--- config.mk ---
export PLATFORM = sky130hd
export DESIGN_NAME = segment_reassembler_unit_flat
export DESIGN_NICKNAME = d
export VERILOG_FILES = /design/src/sv/sra_pkg.sv /design/src/sv/sra_if.sv /design/src/sv/sra_ram.sv /design/src/sv/sra_lane.sv /design/src/sv/segment_reassembler_unit.sv /design/src/flat_wrapper.sv
export SDC_FILE = /design/constraint.sdc
export NUM_CORES = 1
export LEC_CHECK = 0
export BUFFER_PORTS_ARGS = -buffer_cell sky130_fd_sc_hd__buf_2
export CAP_MARGIN = 20
export CORE_MARGIN = 1
export CORE_UTILIZATION = 54
export DETAILED_ROUTE_END_ITERATION = 8
export MAX_ROUTING_LAYER = met4
export PLACE_DENSITY = 0.71
export SLEW_MARGIN = 30
export SYNTH_ARGS = -nofsm -noshare
export SYNTH_HDL_FRONTEND = slang
export SYNTH_HIERARCHICAL = 1
export SYNTH_SLANG_ARGS = --single-unit
--- constraint.sdc ---
create_clock -name clk_i -period 12.54 [get_ports clk_i]
set_clock_uncertainty 0.1 [all_clocks]
set_input_delay 2.508 -clock clk_i [delete_from_list [all_inputs] [get_ports clk_i]]
set_output_delay 2.508 -clock clk_i [all_outputs]
set_load 0.01 [all_outputs]
--- src/sv/sra_pkg.sv ---
// ----------------------------------------------------------------------------
// sra_pkg: shared types and constants of the segment reassembler
// Status codes, the bank geometry of the message store and the records
// that pass between the top level and the store lanes.
// ----------------------------------------------------------------------------
`default_nettype none

package sra_pkg;

  // Widths fixed by the frame and result formats
  localparam int BYTE_W     = 8;
  localparam int CTR_W      = 8;
  localparam int IDX_W      = 7;
  localparam int LEN_W      = 7;
  localparam int STAT_W     = 3;
  localparam int PAY_FIELDS = 6;

  // The store is split into eight byte-wide banks, interleaved on the low
  // address bits, so that up to eight consecutive bytes land in one cycle.
  localparam int NUM_BANKS  = 8;
  localparam int BANK_W     = 3;
  localparam int CNT_W      = 4;
  localparam int MAX_ADDR_W = 8;

  typedef enum logic [STAT_W-1:0] {
    ST_PARTIAL  = 3'd0,
    ST_COMPLETE = 3'd1,
    ST_EMPTY    = 3'd2,
    ST_OVERFLOW = 3'd3,
    ST_READ     = 3'd4
  } status_e;

  typedef logic [NUM_BANKS-1:0][BYTE_W-1:0] byte_vec_t;

  // Write request broadcast to every bank lane
  typedef struct packed {
    logic                  en;
    logic [CNT_W-1:0]      count;
    logic [MAX_ADDR_W-1:0] base;
  } wr_req_t;

  // Result record waiting for the bank read data
  typedef struct packed {
    status_e           status;
    logic [LEN_W-1:0]  length;
    logic              msg_ready;
    logic              is_read;
    logic [BANK_W-1:0] bank;
  } s1_t;

endpackage

`default_nettype wire

--- src/sv/sra_if.sv ---
// ----------------------------------------------------------------------------
// sra_if: request and result channels of the segment reassembler
// Valid/ready channels; a request moves when valid and ready are both high.
// ----------------------------------------------------------------------------
`default_nettype none

interface sra_in_if;
  logic       valid;
  logic       ready;
  logic       mode;
  logic [7:0] start_ctr;
  logic [7:0] end_ctr;
  logic [7:0] payload_0;
  logic [7:0] payload_1;
  logic [7:0] payload_2;
  logic [7:0] payload_3;
  logic [7:0] payload_4;
  logic [7:0] payload_5;
  logic [6:0] read_index;

  modport source (
    output valid, mode, start_ctr, end_ctr, payload_0, payload_1,
           payload_2, payload_3, payload_4, payload_5, read_index,
    input  ready
  );
  modport sink (
    input  valid, mode, start_ctr, end_ctr, payload_0, payload_1,
           payload_2, payload_3, payload_4, payload_5, read_index,
    output ready
  );
endinterface

interface sra_out_if;
  logic       valid;
  logic       ready;
  logic [2:0] status;
  logic [6:0] message_length;
  logic [7:0] read_data;
  logic       message_ready;

  modport source (
    output valid, status, message_length, read_data, message_ready,
    input  ready
  );
  modport sink (
    input  valid, status, message_length, read_data, message_ready,
    output ready
  );
endinterface

`default_nettype wire

--- src/sv/sra_ram.sv ---
// ----------------------------------------------------------------------------
// sra_ram: generic single-write, single-read RAM
// One write port and one read port; read data is registered.
// ----------------------------------------------------------------------------
`default_nettype none

module sra_ram #(
  parameter int WIDTH = 8,
  parameter int DEPTH = 16
) (
  input  wire logic                     clk_i,
  input  wire logic                     we_i,
  input  wire logic [$clog2(DEPTH)-1:0] waddr_i,
  input  wire logic [WIDTH-1:0]         wdata_i,
  input  wire logic                     re_i,
  input  wire logic [$clog2(DEPTH)-1:0] raddr_i,
  output      logic [WIDTH-1:0]         rdata_o
);

  logic [WIDTH-1:0] mem_q [DEPTH];
  logic [WIDTH-1:0] rdata_q;

  always_ff @(posedge clk_i) begin
    if (we_i) begin
      mem_q[waddr_i] <= wdata_i;
    end
    if (re_i) begin
      rdata_q <= mem_q[raddr_i];
    end
  end

  assign rdata_o = rdata_q;

endmodule

`default_nettype wire

--- src/sv/sra_lane.sv ---
// ----------------------------------------------------------------------------
// sra_lane: one bank of the message store
// Picks out the payload byte that falls into this bank for the current
// write request, and serves the bank's share of a read request.
// ----------------------------------------------------------------------------
`default_nettype none

module sra_lane
  import sra_pkg::*;
#(
  parameter int ADDR_W = 7,
  parameter int BANK   = 0
) (
  input  wire logic              clk_i,
  input  wire wr_req_t           wr_req_i,
  input  wire byte_vec_t         payload_i,
  input  wire logic              rd_en_i,
  input  wire logic [ADDR_W-1:0] rd_addr_i,
  output      logic [BYTE_W-1:0] rd_data_o
);

  localparam int ROW_W = ADDR_W - BANK_W;

  logic [BANK_W-1:0] offset;
  logic [ADDR_W-1:0] base;
  logic [ADDR_W-1:0] waddr;
  logic              we;

  // Byte number within the frame that maps onto this bank
  assign base   = wr_req_i.base[ADDR_W-1:0];
  assign offset = BANK_W'(BANK) - base[BANK_W-1:0];
  assign we     = wr_req_i.en && ({1'b0, offset} < wr_req_i.count);
  assign waddr  = base + ADDR_W'(offset);

  sra_ram #(
    .WIDTH (BYTE_W),
    .DEPTH (1 << ROW_W)
  ) u_ram (
    .clk_i   (clk_i),
    .we_i    (we),
    .waddr_i (waddr[ADDR_W-1:BANK_W]),
    .wdata_i (payload_i[offset]),
    .re_i    (rd_en_i),
    .raddr_i (rd_addr_i[ADDR_W-1:BANK_W]),
    .rdata_o (rd_data_o)
  );

endmodule

`default_nettype wire

--- src/sv/segment_reassembler_unit.sv ---
// ----------------------------------------------------------------------------
// segment_reassembler_unit: rebuilds messages from segmented frames
// An accepted request goes through stage 1 (s1_q) and out_q onto out_o.
// Throughput: one request per cycle while out_o is not stalled; the eight
// store banks take all payload bytes of a frame in the same cycle.
// Reset clears the fill count, the ready flag, the completed length and
// the pipeline; the message store itself is not cleared.
// ----------------------------------------------------------------------------
`default_nettype none

module segment_reassembler_unit
  import sra_pkg::*;
#(
  parameter int MAX_FILL      = 120,
  // Power of two, 16 to 256
  parameter int STORE_DEPTH   = 128,
  parameter int PAYLOAD_BYTES = 6
) (
  input  wire logic clk_i,
  input  wire logic rst_ni,
  sra_in_if.sink    in_i,
  sra_out_if.source out_o
);

  localparam int AW  = $clog2(STORE_DEPTH);
  localparam int PBE = (PAYLOAD_BYTES < PAY_FIELDS) ? PAYLOAD_BYTES : PAY_FIELDS;
  localparam int FW  = $clog2(MAX_FILL + PBE + 1);

  // Handshake
  logic in_acc, out_free, s1_adv;

  // Message state
  logic [FW-1:0]    fill_q, fill_d;
  logic             ready_q, ready_d;
  logic [LEN_W-1:0] clen_q, clen_d;

  // Frame decode
  logic [CTR_W-1:0] span;
  logic [CNT_W-1:0] n;
  logic [FW-1:0]    fill_sum;
  status_e          status;

  // Pipeline
  logic      s1_valid_q, s1_valid_d;
  s1_t       s1_q, s1_d;
  logic      out_valid_q, out_valid_d;
  s1_t       out_q;
  logic [BYTE_W-1:0] out_data_q;

  // Store lanes
  wr_req_t   wr_req;
  byte_vec_t payload;
  logic [AW-1:0] rd_addr;
  logic [NUM_BANKS-1:0][BYTE_W-1:0] bank_rdata;

  assign out_free  = !out_valid_q || out_o.ready;
  assign s1_adv    = s1_valid_q && out_free;
  assign in_i.ready = !s1_valid_q || out_free;
  assign in_acc    = in_i.valid && in_i.ready;

  // Segment span and bytes copied from this frame
  always_comb begin
    span     = in_i.end_ctr - in_i.start_ctr;
    n        = (span < CTR_W'(PBE)) ? CNT_W'(span) : CNT_W'(PBE);
    fill_sum = fill_q + FW'(n);
  end

  // Message state update
  always_comb begin
    fill_d  = fill_q;
    ready_d = ready_q;
    clen_d  = clen_q;
    status  = ST_READ;
    if (!in_i.mode) begin
      if (span == CTR_W'(n)) begin
        fill_d = '0;
        if (span == '0) begin
          ready_d = 1'b0;
          status  = ST_EMPTY;
        end else begin
          ready_d = 1'b1;
          clen_d  = LEN_W'(fill_sum);
          status  = ST_COMPLETE;
        end
      end else begin
        ready_d = 1'b0;
        if (fill_sum >= FW'(MAX_FILL)) begin
          fill_d = '0;
          status = ST_OVERFLOW;
        end else begin
          fill_d = fill_sum;
          status = ST_PARTIAL;
        end
      end
    end
  end

  always_ff @(posedge clk_i or negedge rst_ni) begin
    if (!rst_ni) begin
      fill_q  <= '0;
      ready_q <= 1'b0;
      clen_q  <= '0;
    end else if (in_acc) begin
      fill_q  <= fill_d;
      ready_q <= ready_d;
      clen_q  <= clen_d;
    end
  end

  // Write and read requests for the bank lanes
  assign payload[0] = in_i.payload_0;
  assign payload[1] = in_i.payload_1;
  assign payload[2] = in_i.payload_2;
  assign payload[3] = in_i.payload_3;
  assign payload[4] = in_i.payload_4;
  assign payload[5] = in_i.payload_5;
  assign payload[6] = '0;
  assign payload[7] = '0;

  assign wr_req.en    = in_acc && !in_i.mode;
  assign wr_req.count = n;
  assign wr_req.base  = MAX_ADDR_W'(AW'(fill_q));
  assign rd_addr      = AW'(in_i.read_index);

  for (genvar b = 0; b < NUM_BANKS; b++) begin : g_lane
    sra_lane #(
      .ADDR_W (AW),
      .BANK   (b)
    ) u_lane (
      .clk_i     (clk_i),
      .wr_req_i  (wr_req),
      .payload_i (payload),
      .rd_en_i   (in_acc && in_i.mode),
      .rd_addr_i (rd_addr),
      .rd_data_o (bank_rdata[b])
    );
  end

  // Stage 1: result record, bank reads in flight
  always_comb begin
    s1_d.status    = status;
    s1_d.length    = clen_d;
    s1_d.msg_ready = ready_d;
    s1_d.is_read   = in_i.mode;
    s1_d.bank      = rd_addr[BANK_W-1:0];
  end

  always_comb begin
    s1_valid_d = s1_valid_q;
    if (in_acc) begin
      s1_valid_d = 1'b1;
    end else if (s1_adv) begin
      s1_valid_d = 1'b0;
    end
    out_valid_d = out_valid_q;
    if (s1_adv) begin
      out_valid_d = 1'b1;
    end else if (out_o.ready) begin
      out_valid_d = 1'b0;
    end
  end

  always_ff @(posedge clk_i or negedge rst_ni) begin
    if (!rst_ni) begin
      s1_valid_q  <= 1'b0;
      out_valid_q <= 1'b0;
    end else begin
      s1_valid_q  <= s1_valid_d;
      out_valid_q <= out_valid_d;
    end
  end

  // Merge: select the addressed bank and register the result
  always_ff @(posedge clk_i) begin
    if (in_acc) begin
      s1_q <= s1_d;
    end
    if (s1_adv) begin
      out_q      <= s1_q;
      out_data_q <= s1_q.is_read ? bank_rdata[s1_q.bank] : '0;
    end
  end

  assign out_o.valid          = out_valid_q;
  assign out_o.status         = out_q.status;
  assign out_o.message_length = out_q.length;
  assign out_o.read_data      = out_data_q;
  assign out_o.message_ready  = out_q.msg_ready;

  // Checks
  a_fill_below_max: assert property (@(posedge clk_i) disable iff (!rst_ni)
    fill_q < FW'(MAX_FILL))
    else $error("fill count reached the discard limit");

  a_accept_fills_s1: assert property (@(posedge clk_i) disable iff (!rst_ni)
    in_acc |=> s1_valid_q)
    else $error("accepted request lost before stage 1");

  a_empty_segment: assert property (@(posedge clk_i) disable iff (!rst_ni)
    (in_acc && !in_i.mode && (in_i.start_ctr == in_i.end_ctr))
      |=> (s1_q.status == ST_EMPTY) && (fill_q == '0))
    else $error("empty segment not reported or fill not cleared");

  a_data_only_on_read: assert property (@(posedge clk_i) disable iff (!rst_ni)
    (out_o.valid && (out_o.status != ST_READ)) |-> (out_o.read_data == '0))
    else $error("read data driven on a frame result");

endmodule

`default_nettype wire
--- src/flat_wrapper.sv ---
// flat-port wrapper written by rule: the top's interface ports become plain ports
module segment_reassembler_unit_flat import sra_pkg::*;
#(
  parameter int MAX_FILL      = 120,
                            
  parameter int STORE_DEPTH   = 128,
  parameter int PAYLOAD_BYTES = 6
)
  (clk_i, rst_ni, in_i_valid, in_i_mode, in_i_start_ctr, in_i_end_ctr, in_i_payload_0, in_i_payload_1, in_i_payload_2, in_i_payload_3, in_i_payload_4, in_i_payload_5, in_i_read_index, in_i_ready, out_o_valid, out_o_status, out_o_message_length, out_o_read_data, out_o_message_ready, out_o_ready);
  sra_in_if in_i_i ();
  sra_out_if out_o_i ();
  input  wire logic clk_i;
  input  wire logic rst_ni;
  input wire logic [$bits(in_i_i.valid)-1:0] in_i_valid;
  input wire logic [$bits(in_i_i.mode)-1:0] in_i_mode;
  input wire logic [$bits(in_i_i.start_ctr)-1:0] in_i_start_ctr;
  input wire logic [$bits(in_i_i.end_ctr)-1:0] in_i_end_ctr;
  input wire logic [$bits(in_i_i.payload_0)-1:0] in_i_payload_0;
  input wire logic [$bits(in_i_i.payload_1)-1:0] in_i_payload_1;
  input wire logic [$bits(in_i_i.payload_2)-1:0] in_i_payload_2;
  input wire logic [$bits(in_i_i.payload_3)-1:0] in_i_payload_3;
  input wire logic [$bits(in_i_i.payload_4)-1:0] in_i_payload_4;
  input wire logic [$bits(in_i_i.payload_5)-1:0] in_i_payload_5;
  input wire logic [$bits(in_i_i.read_index)-1:0] in_i_read_index;
  output wire logic [$bits(in_i_i.ready)-1:0] in_i_ready;
  output wire logic [$bits(out_o_i.valid)-1:0] out_o_valid;
  output wire logic [$bits(out_o_i.status)-1:0] out_o_status;
  output wire logic [$bits(out_o_i.message_length)-1:0] out_o_message_length;
  output wire logic [$bits(out_o_i.read_data)-1:0] out_o_read_data;
  output wire logic [$bits(out_o_i.message_ready)-1:0] out_o_message_ready;
  input wire logic [$bits(out_o_i.ready)-1:0] out_o_ready;
  assign in_i_i.valid = in_i_valid;
  assign in_i_i.mode = in_i_mode;
  assign in_i_i.start_ctr = in_i_start_ctr;
  assign in_i_i.end_ctr = in_i_end_ctr;
  assign in_i_i.payload_0 = in_i_payload_0;
  assign in_i_i.payload_1 = in_i_payload_1;
  assign in_i_i.payload_2 = in_i_payload_2;
  assign in_i_i.payload_3 = in_i_payload_3;
  assign in_i_i.payload_4 = in_i_payload_4;
  assign in_i_i.payload_5 = in_i_payload_5;
  assign in_i_i.read_index = in_i_read_index;
  assign in_i_ready = in_i_i.ready;
  assign out_o_valid = out_o_i.valid;
  assign out_o_status = out_o_i.status;
  assign out_o_message_length = out_o_i.message_length;
  assign out_o_read_data = out_o_i.read_data;
  assign out_o_message_ready = out_o_i.message_ready;
  assign out_o_i.ready = out_o_ready;
  segment_reassembler_unit #(.MAX_FILL(MAX_FILL), .STORE_DEPTH(STORE_DEPTH), .PAYLOAD_BYTES(PAYLOAD_BYTES)) u_core (.clk_i(clk_i), .rst_ni(rst_ni), .in_i(in_i_i), .out_o(out_o_i));
endmodule
==> impl_metrics.ini <==
[outcome]
outcome = completed

[worst_hold_path]
min_to = u_core/out_o.message_length[5]
hp-class = reg -> reg
hp-start = u_core/s1_q[10]
hold_depth = 0

[critical_path]
critPathLaunchType = primary input
crit_buf_inv = 3
cp.arrival_ns = 7.17
critPathMaxStageDelay_ns = 0.66
critPathTopFamily = simple AND/OR/NAND/NOR gates
crit_type = in -> reg
cp.depth = 16
cp_max_fo = 10
cp_slowest_cell = nor2_1
cp.required_ns = 12.76
path_cells = buf_2 > inv_1 > ha_1 > o21ai_1 > a21oi_1 > a41oi_2 > xnor2_1 > nor3_1 > nand2b_1 > inv_1 > ha_1 > a21o_1 > a21oi_1 > o21a_1 > or3b_2 > nor2_1
rr_endpoint = u_core/g_lane[4].u_lane/u_ram/mem_q[9][2]
critPathCaptureType = flip-flop
reg2reg_depth = 9
r2r_setup_slack_ns = 7.29
r2r_start = u_core/fill_q[1]

[place]
place.gp.congestion = 0.905
dp_cells = 3918
portBuffers = 96
place_hpwl_um = 76900

[final_layout]
num-fill-cells = 6580
layout.cells.non_filler = 4138
syn_to_final_growth_pct = 10.9
fin_nets = 2910
drive_above_1_share_pct = 20.5

[global_route]
grt_max_degree = 90
grt_pass1_wl_um = 171000
antenna_found_initial = 26
grt_pass1_vias = 26136
grt_util_all_layers_pct = 26.0
overflow = 0

[timing]
tns_ns = 0
fin_crit_sh_pct = 55.4
hold_violations = 0
whs_ns = 0.320
max_slew_margin_pct = 31.0
tightest_slew_ns = 1.03
rsz0062_at_grt = false
setup_viol = 0
slew_violations = 0
fin_crit_ns = 6.95
fmax_ghz = 0.144

[logic_synthesis]
ys_types = 64
syn_inst = 2547
yosysMostFrequentCell = edfxtp_1
ys_top_cells_by_count = 1122 x edfxtp_1, 240 x nand2_1, 229 x mux4_2, 171 x mux4_1, 128 x a22oi_1
synth-async-reset-ratio_pct = 1.49
synth_seq_cells = 1139
synth_edf_count = 1122
ys_seq_area_share_pct = 67.9
avgSynthCellArea_um2 = 19.7
synth_area_um2 = 50200
synth_area_leader_cell = edfxtp_1
synth_area_leaders = edfxtp_1 67%, mux4_2 10%, mux4_1 8.9%, a22oi_1 1.9%, nand2_1 1.8%
synthFlopType = edfxtp_1
yosysWarnings = 6
synth_top_area_share_pct = 67.1

[drt]
via_per_inst = 6.32
routedWlPerCell_um = 28.4
postRouteAntennaNets = 0
first_pass_iters = 5
drc = 0
vias = 26146
initialDrtViolationCount = 3117
routed_wl_um = 118000

[cts]
post_cts_buffers = 0
cts-buffers-inserted = 108
path_clk_slew_ns = 0.06
cts_tree = done
ctsRootBufferMaster = clkbuf_16
ctsHtreeMaxLevel = 3
cts_sinks = 1139
clock_tree.buffer_depth = 3
holdBufCountCts = 0
insertion_delay_ns = 0.68
cts_resized = 0

[pwr]
vdd_drop_max_mv = 0.202
p_leak_nw = 18.9
power_mw = 11.6
powerDensity_nw_per_um2 = 208

[die]
die_area_um2 = 94200
pin_count = 97
die_w_um = 307
initial_core_util_pct = 54.6
core-area_um2 = 91900
fp.dieH_um = 307
fp-row-count = 111

[run]
max_cap_violations = 0
-- per-layer routing --
metal  part of all wire, %  track usage, %  vias up  wire [µm]
met5                     0               -        -          0
met4                   3.2            8.74        0       3800
met3                   9.4            6.55      203      11000
met2                    48            39.2     1307      56100
met1                    40            34.8    13625      46700
li1                      -               -    11011          -
-- cells in the final DEF (no fill, tap or decap), types with 6 or more instances in the layout --
master,netlist,final
clkinv_1,2,21
and2b_1,8,8
edfxtp_1,1122,1122
xor2_1,17,17
mux4_1,171,171
dfrtp_1,17,14
mux4_2,229,229
clkinv_2,0,22
o21a_1,6,6
clkbuf_1,9,22
nor2_1,114,114
nor2b_1,18,18
a21o_1,7,7
buf_4,10,16
inv_2,6,6
mux2_4,8,8
a21oi_1,18,18
bufinv_16,0,11
nor3_2,0,31
mux2_2,21,21
conb_1,1,141
nand3b_1,18,18
and2_1,9,8
diode_2,0,19
mux2i_1,9,9
clkbuf_16,0,110
nand2_1,240,240
or3b_2,8,8
nand2b_1,32,32
a22oi_1,128,128
nand3_1,15,15
buf_2,41,94
xnor2_1,26,26
ha_1,45,45
inv_1,43,43
-- logic make-up after synthesis --
group / share of synthesized area [%]
AOI/OAI and AO/OA: 2.82
xor gates and xnor gates: 0.750
adders and majority gates: 1.20
buffers and inverters: 2.55
DFF: 67.9
muxes: 20.1
other: 0.00747
and+or+nand+nor: 4.61
-- power breakdown --
part / total (mW) / internal [mW] / switching, mW
Sequential: 5.34 / 5.24 / 0.107
Clock: 3.25 / 1.87 / 1.39
Combinational: 2.97 / 0.816 / 2.16
Total: 11.6 / 7.92 / 3.65
-- registers in the layout, indices dropped and copies added, names as in the netlist --
name                                flops
u_core/s1_valid_q                       1
u_core/fill_q                           7
u_core/g_lane.u_lane/u_ram/mem_q     1024
u_core/ready_q                          1
u_core/clen_q                           7
u_core/s1_q                            15
u_core/out_o.valid                      1
u_core/out_o.message_ready              1
u_core/out_o.message_length             7
u_core/g_lane.u_lane/u_ram/rdata_o     64
u_core/out_o.read_data                  8
u_core/out_o.status                     3
-- how the worst max path moves through the flow --
stage	start	endpoint	slack, ns
2_1_floorplan	in_i_end_ctr[0]	u_core/g_lane[0].u_lane/u_ram/mem_q[0][0]	5.86
6_report	in_i_start_ctr[3]	u_core/g_lane[0].u_lane/u_ram/mem_q[3][6]	5.59
3_3_place_gp	in_i_end_ctr[0]	u_core/g_lane[2].u_lane/u_ram/mem_q[0][4]	4.95
4_1_cts	in_i_end_ctr[0]	u_core/g_lane[2].u_lane/u_ram/mem_q[0][7]	5.51
3_5_place_dp	in_i_end_ctr[0]	u_core/g_lane[2].u_lane/u_ram/mem_q[0][0]	4.80
5_1_grt	in_i_start_ctr[3]	u_core/g_lane[0].u_lane/u_ram/mem_q[3][3]	5.40
-- layout make-up --
cell class / instances / area [µm²] / share of cell area, %
repair buffers: 116 / 691 / 1.24
flip-flops and latches: 1139 / 34100 / 61.3
multi-input cells: 1370 / 15500 / 27.8
clock inverters: 62 / 657 / 1.18
clock buffers: 137 / 2900 / 5.21
diodes: 19 / 47.5 / 0.0854
inverters: 52 / 200 / 0.359
well taps: 1243 / 1560 / 2.79
-- through the flow --
stage,area (µm²),utilization (%),worst slack (ns)
floorplan,50700,-,5.86
global placement,51900,56.4,4.95
detailed placement,52000,56.5,4.80
CTS,55500,60.4,5.51
global route,55700,60.6,5.40
finish,55700,60.6,5.59
No activity file was read; power rests on OpenSTA's default activity.
